<file path="src/rtl/core/swm_pkg.sv">
// Shared types and constants of the sliding window median filter.
package swm_pkg;

  localparam int SampleW   = 64;
  localparam int CountW    = 6;
  localparam int GroupW    = 8;
  localparam int WindowMax = 32;

  typedef struct packed {
    logic [SampleW-1:0] val;
    logic               vld;
    logic               le;
  } swm_link_t;

  typedef struct packed {
    logic [SampleW-1:0] smp;
    logic [SampleW-1:0] old;
    logic               shift;
    logic               full;
    logic               clr;
  } swm_ctl_t;

endpackage

</file>
<file path="src/rtl/core/swm_cell.sv">
// One sorted cell: removes the oldest sample and inserts the new one in rank order.
module swm_cell import swm_pkg::*; (
  input  logic      clk_i,
  input  logic      rst_ni,
  input  swm_ctl_t  ctl_i,
  input  swm_link_t left_rem_i,
  input  swm_link_t right_raw_i,
  output swm_link_t raw_o,
  output swm_link_t rem_o
);

  logic [SampleW-1:0] val_q, val_d;
  logic               vld_q, vld_d;
  logic               le, ge;

  always_comb begin
    le = vld_q && ($signed(val_q) <= $signed(ctl_i.smp));
    ge = ctl_i.full && (!vld_q || ($signed(val_q) >= $signed(ctl_i.old)));
    raw_o.val = val_q;
    raw_o.vld = vld_q;
    raw_o.le  = le;
    rem_o     = ge ? right_raw_i : raw_o;
    val_d     = val_q;
    vld_d     = vld_q;
    if (ctl_i.clr) begin
      vld_d = 1'b0;
    end else if (ctl_i.shift) begin
      if (rem_o.le) begin
        val_d = rem_o.val;
        vld_d = rem_o.vld;
      end else if (left_rem_i.le) begin
        val_d = ctl_i.smp;
        vld_d = 1'b1;
      end else begin
        val_d = left_rem_i.val;
        vld_d = left_rem_i.vld;
      end
    end
  end

  always_ff @(posedge clk_i or negedge rst_ni) begin
    if (!rst_ni) begin
      vld_q <= 1'b0;
    end else begin
      vld_q <= vld_d;
    end
  end

  always_ff @(posedge clk_i) begin
    val_q <= val_d;
  end

endmodule

</file>
<file path="config.mk">
export PLATFORM = sky130hd
export DESIGN_NAME = swm_cell
export DESIGN_NICKNAME = d
export VERILOG_FILES = /design/src/rtl/core/swm_pkg.sv /design/src/rtl/core/swm_cell.sv
export SDC_FILE = /design/constraint.sdc
export NUM_CORES = 1
export LEC_CHECK = 0
export ABC_AREA = 1
export BUFFER_PORTS_ARGS = -buffer_cell sky130_fd_sc_hd__buf_2
export CAP_MARGIN = 20
export CORE_AREA = 2 2 153 155
export DETAILED_ROUTE_END_ITERATION = 7
export DIE_AREA = 0 0 155 157
export HOLD_SLACK_MARGIN = 0.06
export PLACE_DENSITY = 0.65
export SETUP_SLACK_MARGIN = 0.02
export SYNTH_ARGS = -nofsm -noshare
export SYNTH_HDL_FRONTEND = slang
export SYNTH_SLANG_ARGS = --single-unit
</file>
<file path="constraint.sdc">
create_clock -name clk_i -period 2.6 [get_ports clk_i]
set_input_delay 0.13 -clock clk_i [delete_from_list [all_inputs] [get_ports clk_i]]
set_output_delay 0.13 -clock clk_i [all_outputs]
set_load 0.01 [all_outputs]
</file>
# After elaboration in Yosys (flattened, before gate mapping)
# Index checks and enable logic that the tools add are counted.
# op_classes
bitwise_logic	1
reduce_logical	6
mux	7
order_cmp	2
# op_table
cell	count
2-to-1 mux 64 bit	2
2-to-1 mux 66 bit	1
>= comparator 64 bit	1
less-or-equal comparator 64 bit	1
2-to-1 mux 1 bit	4
logical AND 1 bit	2
AND reduction 2 bit	1
nonzero test 2 bit	1
zero test 1 bit	1
logical OR 1 bit	1
inverter 1 bit	1
# word_totals
regBits	65
word_cells	18

# Logic depth before layout (Yosys ltp)
# Gate-level depths: netlist of run 1.
# depth
word_depth	7
ltp_mapped	26

# Least setup slack after synthesis of run 1
# Ideal clock, no wire load.
# synth_path
kind	in2reg
from	input ctl_i[2] (netlist name)
to	register val_q[0] (enable)
cell_stages	2
n_path_buf	0
required_ps	2111
path_slack_ps	-774
setup_time_ps	489
arrival_time_ps	2884
path_cell_list	inv_1 > nor2_1
# synth_between
elab_chain_len	1
# synth_rtl
item	line	source
from (decl)	swm_cell.sv:5	input swm_ctl_t ctl_i,
AND reduction 2 bit (no source line)	--	
to (signal assigned)	swm_cell.sv:50	val_q <= val_d;
to (decl)	swm_cell.sv:12	logic [SampleW-1:0] val_q, val_d;
# Every way passes these cells.
# A chain may end at the register's enable or synchronous reset.

==> impl_metrics.tcl, run 1 <==
set metrics [dict create \
    worst_clock_skew_ps 11.5 \
    place_area_mm2 0.0110 \
    drc_errors 0 \
    crit_chain "ha_4 -> nand2_1 -> nor2_2 -> nand4_1 -> o21bai_1 -> nand2_1 -> a21oi_2 -> nand2_1 -> nand2_1 -> nand3_2 -> nand2_4 -> inv_8 -> clkbuf_16 -> nand2_2 -> nand2_2 -> buf_6" \
    area_growth_pct 75.5 \
    initial_core_util_pct 35.4 \
    critPathTopFamily "simple AND/OR/NAND/NOR gates" \
    drtAntennaViolNets 0 \
    grt_pass1_vias 9132 \
    cp.buffers_inverters 3 \
    vias_per_cell 5.00 \
    synth_enable_flop_cells 64 \
    cp_slowest_cell "edfxtp_1" \
    final_cell_mix "buf_2, nand2_1, buf_4, inv_1, nand2_2" \
    power_density_mw_per_mm2 398 \
    grt_max_degree 83 \
    power.internal_uw 3410 \
    io_buffers 396 \
    ioPinCount 397 \
    drive_above_1_share_pct 54.9 \
    fin_crit_sh_pct 115 \
    cp-startpoint "val_q[47]$_DFFE_PP_" \
    hold_slack_ps 73.6 \
    cts_root_buf "clkbuf_16" \
    crit_arrival_ps 2850 \
    combPwrFrac_pct 55.3 \
    hpwl_mm 23.6 \
    synth_area_mm2 0.00796 \
    syn_avg_cell_area_um2 7.03 \
    die_width_um 155 \
    final_area_mm2 0.0140 \
    clockPowerShare_pct 20.3 \
    synthMuxAreaShare_pct 0 \
    htreeDepth 3 \
    grt_first_pass_wirelength_mm 45.3 \
    synth_warnings 0 \
    synth_seq_cells 65 \
    syn-num-nets 1526 \
    setup_slack_ps -384 \
    cp_max_fo 8 \
    setup_viol 131 \
    postSynth.asyncResetShare_pct 1.54 \
    synth_ff_type "edfxtp_1" \
    synth_compound_area_share_pct 16.5 \
    grt_usage_pct 23.9 \
    ff2ff_setup_slack_ps -350 \
    crit_type "flip-flop to primary output" \
    cts_num_sinks 65 \
    antenna_found_initial 3 \
    final_common_cell "buf_2" \
    hp-start "ctl_i[0]" \
    p_seq_share_pct 24.4 \
    synth_simple_gate_area_share_pct 27.4 \
    yosysSeqAreaShare_pct 24.5 \
    ys_types 34 \
    r2r-start "val_q[47]$_DFFE_PP_" \
    core_mm2 0.0225 \
    violations "setup timing" \
    clock_path_buffers 2 \
    fin_crit_ps 2980 \
    rsz0062_at_grt "true" \
    die_area_mm2 0.0243 \
    hold_viol 0 \
    num_rows 55 \
    cp.required_ps 2470 \
    p_leak_uw 0.00760 \
    gp_congestion 0.872 \
    hold_class "primary input to flip-flop" \
    status "finished with violations" \
    die_h_um 157 \
    slew_viol_final 0 \
    critPathMostFrequentCell "nand2_1" \
    ir_worst_vdd_mv 0.290 \
    vias 10000 \
    tightest_slew_ps 680 \
    synthCells 1133 \
    cp_slowest_stage_delay_ps 510 \
    synthAdderAreaFrac_pct 20.1 \
    fmax_ghz 0.335 \
    drt_iter0_markers 544 \
    cts_buffers 9 \
    p_switching_uw 2140 \
    drt-total-wl_mm 35.5 \
    slew_headroom_pct 54.6 \
    cts_tree "built" \
    clk_transition_reported_paths_ps 60 \
    synth_top_family_by_area "simple AND/OR/NAND/NOR gates" \
    synth_xor_area_share_pct 0 \
    start_kind "flip-flop" \
    clock_latency_ps 340 \
    dr.pass1.iters 5 \
    cp-end-kind "primary output" \
    overflow 0 \
    wl_per_cell_um 17.7 \
    sw_frac_of_total_pct 38.6 \
    max_cap_violations 0 \
    nets 2105 \
]
==> sequential cells by signal, summed over array words and instances, names as in the netlist <==
signal,count
val_q,64
vld_q,1
==> worst register-to-register path, stage by stage (launching register included) <==
cell and delay, ps:
edfxtp_1 510, ha_4 320, nand2_1 70, nor2_2 120, nand4_1 140, o21bai_1 180, nand2_1 120, a21oi_2 90
nand2_1 70, nand2_1 60, nand3_2 90, buf_4 120, nand3b_1 140, nand2_4 150, inv_8 60, clkbuf_16 170
clkbuf_16 180, nand2_4 60, o21ai_2 40
==> layout make-up <==
cell class                      count  area [um^2]
Inverter                          162          626
Timing Repair Buffer              612         4560
Fill cell                        1916         8530
Clock inverter                      5         23.8
Tap cell                          285          357
Clock buffer                       10          229
Sequential cell                    65         1950
Multi-Input combinational cell    862         6220
Antenna cell                        2         5.00
==> repair_timing <==
action	4_1_cts	5_1_grt
endpoints found under the hold margin	2	0
cloned	5	21
hold buffers	2	0
buffers inserted	26	55
pin swaps	24	87
setup endpoints to repair	131	132
resized for setup	69	323
==> final timing paths <==
path / endpoint / cells past startpoint
worst max-delay path: rem_o[20] / 16
worst min-delay path: vld_q$_DFFE_PN0P_ / 4
min in group asynchronous: vld_q$_DFFE_PN0P_ / 2
worst max register to register: val_q[36]$_DFFE_PP_ / 18
worst min register to register: vld_q$_DFFE_PN0P_ / 2
max in group asynchronous: vld_q$_DFFE_PN0P_ / 2
==> per-layer routing <==
layer  share of wire (%)  global-route usage, %
met5               0.034                      0
met3                 6.5                   4.24
met1                  38                   26.5
met2                  50                   45.0
met4                 4.6                   9.70
==> cells in the mapped netlist (all sizes together), types with 3 or more instances <==
cell	count	area, um^2
buf	29	254
a21o	4	30.0
clkbuf	15	56.3
nor2	30	113
nand3	16	85.1
o21ai	144	890
o21bai	3	22.5
nand2	441	1810
o21a	7	52.6
ha	128	1600
nand4	10	62.6
a21oi	62	310
nor3	9	60.1
inv	161	607
edfxtp	64	1920
==> metrics by stage <==
step	total power, uW	setup TNS (ps)	setup slack [ps]	std cells	util [%]
3_3_place_gp	3340	-16980	-247	1881	48.7
6_report	5560	-42540	-384	2003	62.1
5_1_grt	5870	-61310	-529	2003	62.1
2_1_floorplan	2530	0	55.8	1133	-
4_1_cts	4760	-39760	-398	1929	52.8
3_5_place_dp	3380	-21350	-294	1881	48.7
==> power by group through the flow <==
stage	registers [uW]	logic [uW]	clock network (uW)
2_1_floorplan	1400	1120	0
3_3_place_gp	1370	1970	0
3_5_place_dp	1370	2010	0
4_1_cts	1350	2260	1150
5_1_grt	1360	3310	1190
6_report	1360	3070	1130
==> kinds of logic after synthesis <==
| logic type | after synthesis |
|---|---|
| simple gates | 513 |
| compound gates | 221 |
| buf+inv | 206 |
| fa+ha+maj | 128 |
| flops | 65 |
(Power assumes the default switching activity.)
==> run 2: changes to the inputs <==
--- a/config.mk
+++ b/config.mk
@@ -11,6 +11,7 @@
 export CORE_AREA = 2 2 153 155
 export DETAILED_ROUTE_END_ITERATION = 7
 export DIE_AREA = 0 0 155 157
+export GPL_TIMING_DRIVEN = 0
 export HOLD_SLACK_MARGIN = 0.06
 export PLACE_DENSITY = 0.65
 export SETUP_SLACK_MARGIN = 0.02
==> run 2 against run 1 <==
The run still ends with setup timing left. Critical path type unchanged. Sequential share of layout area grew 0.88 points. Sequential power is essentially flat. Setup slack lost 180 ps. Flip-flop and latch count is the same. Maximum frequency shrank 5.7%. Utilization shrank 3.7 points. Via count shrank 2.9%. Clock power grew 11%. Register-to-register slack lost 100 ps. Highest routed layer unchanged. Routed wire length shrank 7.1%. Combinational power shrank 13%. First-iteration DRC count shrank 22%.
==> impl_metrics.tcl, run 2 (synthesis gave the netlist of run 1 again) <==
set metrics [dict create \
    status "finished with violations" \
    violations "setup timing" \
    vias_per_cell 4.96 \
    p_switching_uw 1970 \
    max_cap_violations 0 \
    diodes 0 \
    nets 2062 \
    grt_usage_pct 24.6 \
    grt_first_pass_wirelength_mm 46.5 \
    cts_tree "built" \
    cp.required_ps 2470 \
    drtAntennaViolNets 0 \
    dr.pass1.iters 5 \
    ff2ff_setup_slack_ps -450 \
    drc_errors 0 \
    power.internal_uw 3320 \
    p_seq_share_pct 25.8 \
    hold_class "primary input to flip-flop" \
    top_register "val_q" \
    vias 9722 \
    tightest_slew_ps 856 \
    htreeDepth 3 \
    critPathMostFrequentCell "nand2_2" \
    crit_chain "ha_1 -> a21oi_1 -> o21ai_0 -> o21bai_1 -> nand2_2 -> a21oi_2 -> nand2_1 -> nand2_1 -> nand3_2 -> nand2_2 -> buf_12 -> clkinv_8 -> clkbuf_16 -> clkbuf_16 -> nand2_2 -> nand2_2 -> buf_6" \
    drt_iter0_markers 425 \
    largest_register_ffs 64 \
    die_width_um 155 \
    rsz0062_at_grt "true" \
    initial_core_util_pct 35.4 \
    core_mm2 0.0225 \
    grt_max_degree 25 \
    cts_num_sinks 65 \
    cp_slowest_stage_delay_ps 450 \
    cp.buffers_inverters 5 \
    hold_viol 0 \
    hold_depth 4 \
    dp_slack_ps -722 \
    worst_clock_skew_ps 11.1 \
    wl_per_cell_um 16.8 \
    fin_crit_sh_pct 122 \
    sw_frac_of_total_pct 37.2 \
    fin_crit_ps 3160 \
    power_density_mw_per_mm2 402 \
    ioPinCount 397 \
    area_growth_pct 65.1 \
    r2r-start "val_q[37]$_DFFE_PP_" \
    min_to "vld_q$_DFFE_PN0P_" \
    worstReg2RegEnd "val_q[50]$_DFFE_PP_" \
    final_common_cell "buf_2" \
    hpwl_mm 24.1 \
    cp-end-kind "primary output" \
    grt_pass1_vias 9152 \
    die_h_um 157 \
    cp_slowest_cell "edfxtp_1" \
    drt-total-wl_mm 33.0 \
    finalSetupTns_ps -59690 \
    place_area_mm2 0.0104 \
    cts_buffers 9 \
    crit_type "flip-flop to primary output" \
    die_area_mm2 0.0243 \
    start_kind "flip-flop" \
    setup_viol 132 \
    clock_latency_ps 340 \
    overflow 0 \
    final_area_mm2 0.0131 \
    largestRegisters "val_q: 64 flops, vld_q: 1 flops" \
    cp_max_fo 5 \
    clockPowerShare_pct 23.6 \
    clk_transition_reported_paths_ps 60 \
    cts_root_buf "clkbuf_16" \
    fin_cells 1959 \
    combPwrFrac_pct 50.6 \
    hp-start "ctl_i[0]" \
    fillers 2023 \
    rr_worst_depth 19 \
    crit_arrival_ps 3030 \
    fin_util_pct 58.4 \
    antenna_found_initial 2 \
    gp_congestion 0.881 \
    p_leak_uw 0.00714 \
    clock_path_buffers 2 \
    final_cell_mix "buf_2, nand2_1, inv_1, ha_1, buf_4" \
    ir_worst_vdd_mv 0.247 \
    fmax_ghz 0.316 \
    slew_headroom_pct 42.9 \
    num_rows 55 \
    setup_slack_ps -563 \
    drive_above_1_share_pct 48.4 \
    critPathTopFamily "compound AO/OA/AOI/OAI gates" \
    dp_cells 1815 \
    slew_viol_final 0 \
    io_buffers 395 \
]
## run 2: how the worst max path moves through the flow
| stage | start | end | slack [ps] | cells after the start |
|---|---|---|---|---|
| after CTS | val_q[14]$_DFFE_PP_ | rem_o[36] | -510 | 19 |
| after detailed placement | val_q[63]$_DFFE_PP_ | val_q[9]$_DFFE_PP_ | -720 | 15 |
| after global placement | ctl_i[0] | vld_q$_DFFE_PN0P_ | -920 | 4 |
| after floorplan | val_q[55]$_DFFE_PP_ | val_q[43]$_DFFE_PP_ | 60 | 17 |
| after global routing | val_q[28]$_DFFE_PP_ | rem_o[21] | -680 | 21 |
| final | val_q[37]$_DFFE_PP_ | rem_o[21] | -560 | 17 |
## run 2: final cells by class
| cell class | count | area, um^2 | area share [%] |
|---|---|---|---|
| multi-input cells | 862 | 5890 | 44.8 |
| repair buffers | 525 | 3540 | 27.0 |
| flip-flops and latches | 65 | 1950 | 14.8 |
| inverters | 162 | 623 | 4.74 |
| plain buffers | 44 | 494 | 3.76 |
| well taps | 285 | 357 | 2.71 |
| clock buffers | 10 | 229 | 1.74 |
| clock inverters | 6 | 58.8 | 0.447 |
## run 2: through the flow
stage,hold slack [ps],power (uW)
after floorplan,-166,2530
after global placement,-94.7,3230
after detailed placement,-94.2,3270
after CTS,83.5,4870
after global routing,97.1,5610
final,104,5290
## run 2: power by group through the flow
stage                     clock network [uW]  registers, uW  logic, uW
final                                   1250           1360       2680
after global routing                    1300           1370       2930
after CTS                               1270           1370       2230
after detailed placement                   0           1410       1860
after global placement                     0           1410       1820
after floorplan                            0           1400       1120
## run 2: metal layers
| layer | wire [um] | up-vias | track usage, % |
|---|---|---|---|
| met3 | 1980 | 83 | 3.77 |
| met1 | 13100 | 4467 | 29.2 |
| met2 | 16800 | 399 | 45.0 |
| met5 | 27 | - | 0 |
| met4 | 1120 | 4 | 8.77 |
| li1 | - | 4769 | - |
## run 2: what timing repair did
item                                   CTS  global route
cloned                                   3             5
pin swaps                               22            56
setup endpoints to repair              132           132
endpoints found under the hold margin    2             0
setup buffers                           62            58
gates resized for setup                121           199
hold buffers                             2             0
## run 2: worst reg2reg max path, delay by kind of cell (launching register included)
kind | cells | cell delay (ps)
compound gates | 5 | 700
simple gates | 8 | 670
buf+inv | 5 | 650
flops | 1 | 450
fa+ha+maj | 1 | 340
==> run 3: changes to the inputs <==
--- a/config.mk
+++ b/config.mk
@@ -6,14 +6,14 @@
 export NUM_CORES = 1
 export LEC_CHECK = 0
 export ABC_AREA = 1
-export BUFFER_PORTS_ARGS = -buffer_cell sky130_fd_sc_hd__buf_2
 export CAP_MARGIN = 20
-export CORE_AREA = 2 2 153 155
+export CORE_AREA = 2 2 156 158
 export DETAILED_ROUTE_END_ITERATION = 7
-export DIE_AREA = 0 0 155 157
+export DIE_AREA = 0 0 158 160
+export DONT_BUFFER_PORTS = 1
 export GPL_TIMING_DRIVEN = 0
 export HOLD_SLACK_MARGIN = 0.06
-export PLACE_DENSITY = 0.65
+export PLACE_DENSITY = 0.49
 export SETUP_SLACK_MARGIN = 0.02
 export SYNTH_ARGS = -nofsm -noshare
 export SYNTH_HDL_FRONTEND = slang
==> run 3 against run 2 <==
The run still ends with setup timing left. Utilization decreased by 14 points. First-iteration DRC count decreased by 17%. Maximum frequency increased by 3.0%. Total power decreased by 10%. Critical path depth decreased by 2. Clock skew increased by 2.3 ps.
==> impl_metrics.tcl, run 3 (synthesis gave the netlist of run 1 again) <==
set metrics [dict create \
    die_h_um 160 \
    wl_per_cell_um 19.6 \
    grt_pass1_vias 7450 \
    die_width_um 158 \
    place_area_mm2 0.00842 \
    seqCellArea_mm2 0.00195 \
    drtAntennaViolNets 0 \
    io_buffers 0 \
    slew_headroom_pct 39.1 \
    power_density_mw_per_mm2 447 \
    setup_viol 131 \
    overflow 0 \
    num_rows 57 \
    cts_tree "built" \
    p_seq_share_pct 30.3 \
    setup_slack_ps -472 \
    fillers 2462 \
    htreeDepth 3 \
    nets 1583 \
    cts_buffers 9 \
    crit_type "flip-flop to primary output" \
    dr.pass1.iters 4 \
    max_cap_violations 0 \
    slew_viol_final 0 \
    start_kind "flip-flop" \
    grt_max_degree 28 \
    fin_crit_ps 3070 \
    core_mm2 0.0238 \
    ir_worst_vdd_mv 0.214 \
    drt-total-wl_mm 29.8 \
    hold_class "primary input to flip-flop" \
    p_switching_uw 1830 \
    clk_transition_reported_paths_ps 60 \
    fin_crit_sh_pct 118 \
    drt_iter0_markers 351 \
    violations "setup timing" \
    final_common_cell "nand2_1" \
    grt_first_pass_wirelength_mm 41.2 \
    cp.required_ps 2470 \
    hpwl_mm 22.4 \
    multi_input_area_mm2 0.00609 \
    fin_cells 1520 \
    cts_root_buf "clkbuf_16" \
    cp_max_fo 7 \
    vias_per_cell 5.03 \
    cts_num_sinks 65 \
    rsz0062_at_grt "true" \
    hold_slack_ps 69.8 \
    grt_usage_pct 21.5 \
    clockPowerShare_pct 25.7 \
    fin_util_pct 44.6 \
    initial_core_util_pct 33.4 \
    final_area_mm2 0.0106 \
    largest_register_ffs 64 \
    status "finished with violations" \
    hold_viol 0 \
    power.internal_uw 2920 \
    worst_clock_skew_ps 13.4 \
    drive_above_1_share_pct 28.1 \
    p_leak_uw 0.00517 \
    clock_latency_ps 340 \
    largestRegisters "val_q: 64 flops, vld_q: 1 flops" \
    sw_frac_of_total_pct 38.5 \
    area_growth_pct 33.4 \
    clock_path_buffers 2 \
    final_cell_mix "nand2_1, inv_1, ha_1, o21ai_0, nand2_4" \
    die_area_mm2 0.0253 \
    combPwrFrac_pct 44.0 \
    cp-end-kind "primary output" \
    antenna_found_initial 3 \
    top_register "val_q" \
    gp_congestion 0.806 \
    dp_cells 1459 \
    tightest_slew_ps 914 \
    drc_errors 0 \
    vias 7646 \
    crit_arrival_ps 2940 \
    ioPinCount 397 \
    fmax_ghz 0.326 \
]
==> run 3: cell count changes in the layout (fill, tap and decap cells not counted), sizes merged <==
| cell | before | now |
|---|---|---|
| diode | 0 | 2 |
| inv | 161 | 160 |
| buf | 547 | 55 |
| clkinv | 4 | 7 |
| dlygate4sd3 | 2 | 7 |
| clkinvlp | 2 | 0 |
| clkbuf | 30 | 37 |
==> run 3: area by class of cell <==
class / instances / share of cell area, %
sequential: 65 / 18.3
buffer: 41 / 4.55
multi-input combinational: 862 / 57.4
inverter: 162 / 5.95
clock buffer: 9 / 2.12
antenna: 2 / 0.0471
timing repair buffer: 49 / 7.37
clock inverter: 6 / 0.471
tap: 324 / 3.82
==> run 3: repair_timing <==
action,CTS,global route
pin swaps,20,50
hold buffers,7,0
gates resized for setup,174,141
cloned,5,14
endpoints found under the hold margin,4,0
setup buffers,20,5
setup endpoints to repair,132,132
==> run 3: critical path: stages, from the launching register on <==
cell and delay (ps):
edfxtp_1 560, ha_4 340, nand2_1 70, nor2_2 150, nand4_1 140, o21bai_1 180
nand2_1 100, a21oi_2 90, nand3_2 90, nand3_4 90, nand2_4 90, buf_12 130
clkinv_8 60, clkbuf_16 170, buf_12 140, o21ai_4 160
==> run 3: through the flow <==
stage               TNS, ps  worst slack, ps  total power [uW]
CTS                  -59530             -512              4510
global placement    -124350             -969              2900
detailed placement   -67930             -945              2920
global route         -76570             -640              5060
finish               -52400             -472              4750
floorplan                 0             55.8              2530
==> run 3: power by group through the flow <==
| stage | registers [uW] | clock network, uW | logic (uW) |
|---|---|---|---|
| 5_1_grt | 1450 | 1300 | 2310 |
| 3_3_place_gp | 1460 | 0 | 1440 |
| 4_1_cts | 1430 | 1270 | 1810 |
| 2_1_floorplan | 1400 | 0 | 1120 |
| 3_5_place_dp | 1450 | 0 | 1460 |
| 6_report | 1440 | 1220 | 2090 |
==> run 3: path summary, 6_finish.rpt <==
path	depth (start not counted)	from	end	slack, ps
worst min register to register	2	vld_q$_DFFE_PN0P_	vld_q$_DFFE_PN0P_	600
worst min-delay path	2	left_rem_i[10]	val_q[8]$_DFFE_PP_	70
min in group asynchronous	2	rst_ni	vld_q$_DFFE_PN0P_	590
worst max register to register	19	val_q[47]$_DFFE_PP_	val_q[3]$_DFFE_PP_	-420
max in group asynchronous	2	rst_ni	vld_q$_DFFE_PN0P_	1890
worst max-delay path	15	val_q[47]$_DFFE_PP_	rem_o[2]	-470
==> run 3: routing by layer <==
layer,share of wire (%),up-vias,GRT usage [%]
li1,-,3816,-
met5,0,-,0
met2,51,283,39.2
met4,1.5,0,6.39
met1,41,3516,25.1
met3,6.3,31,4.53
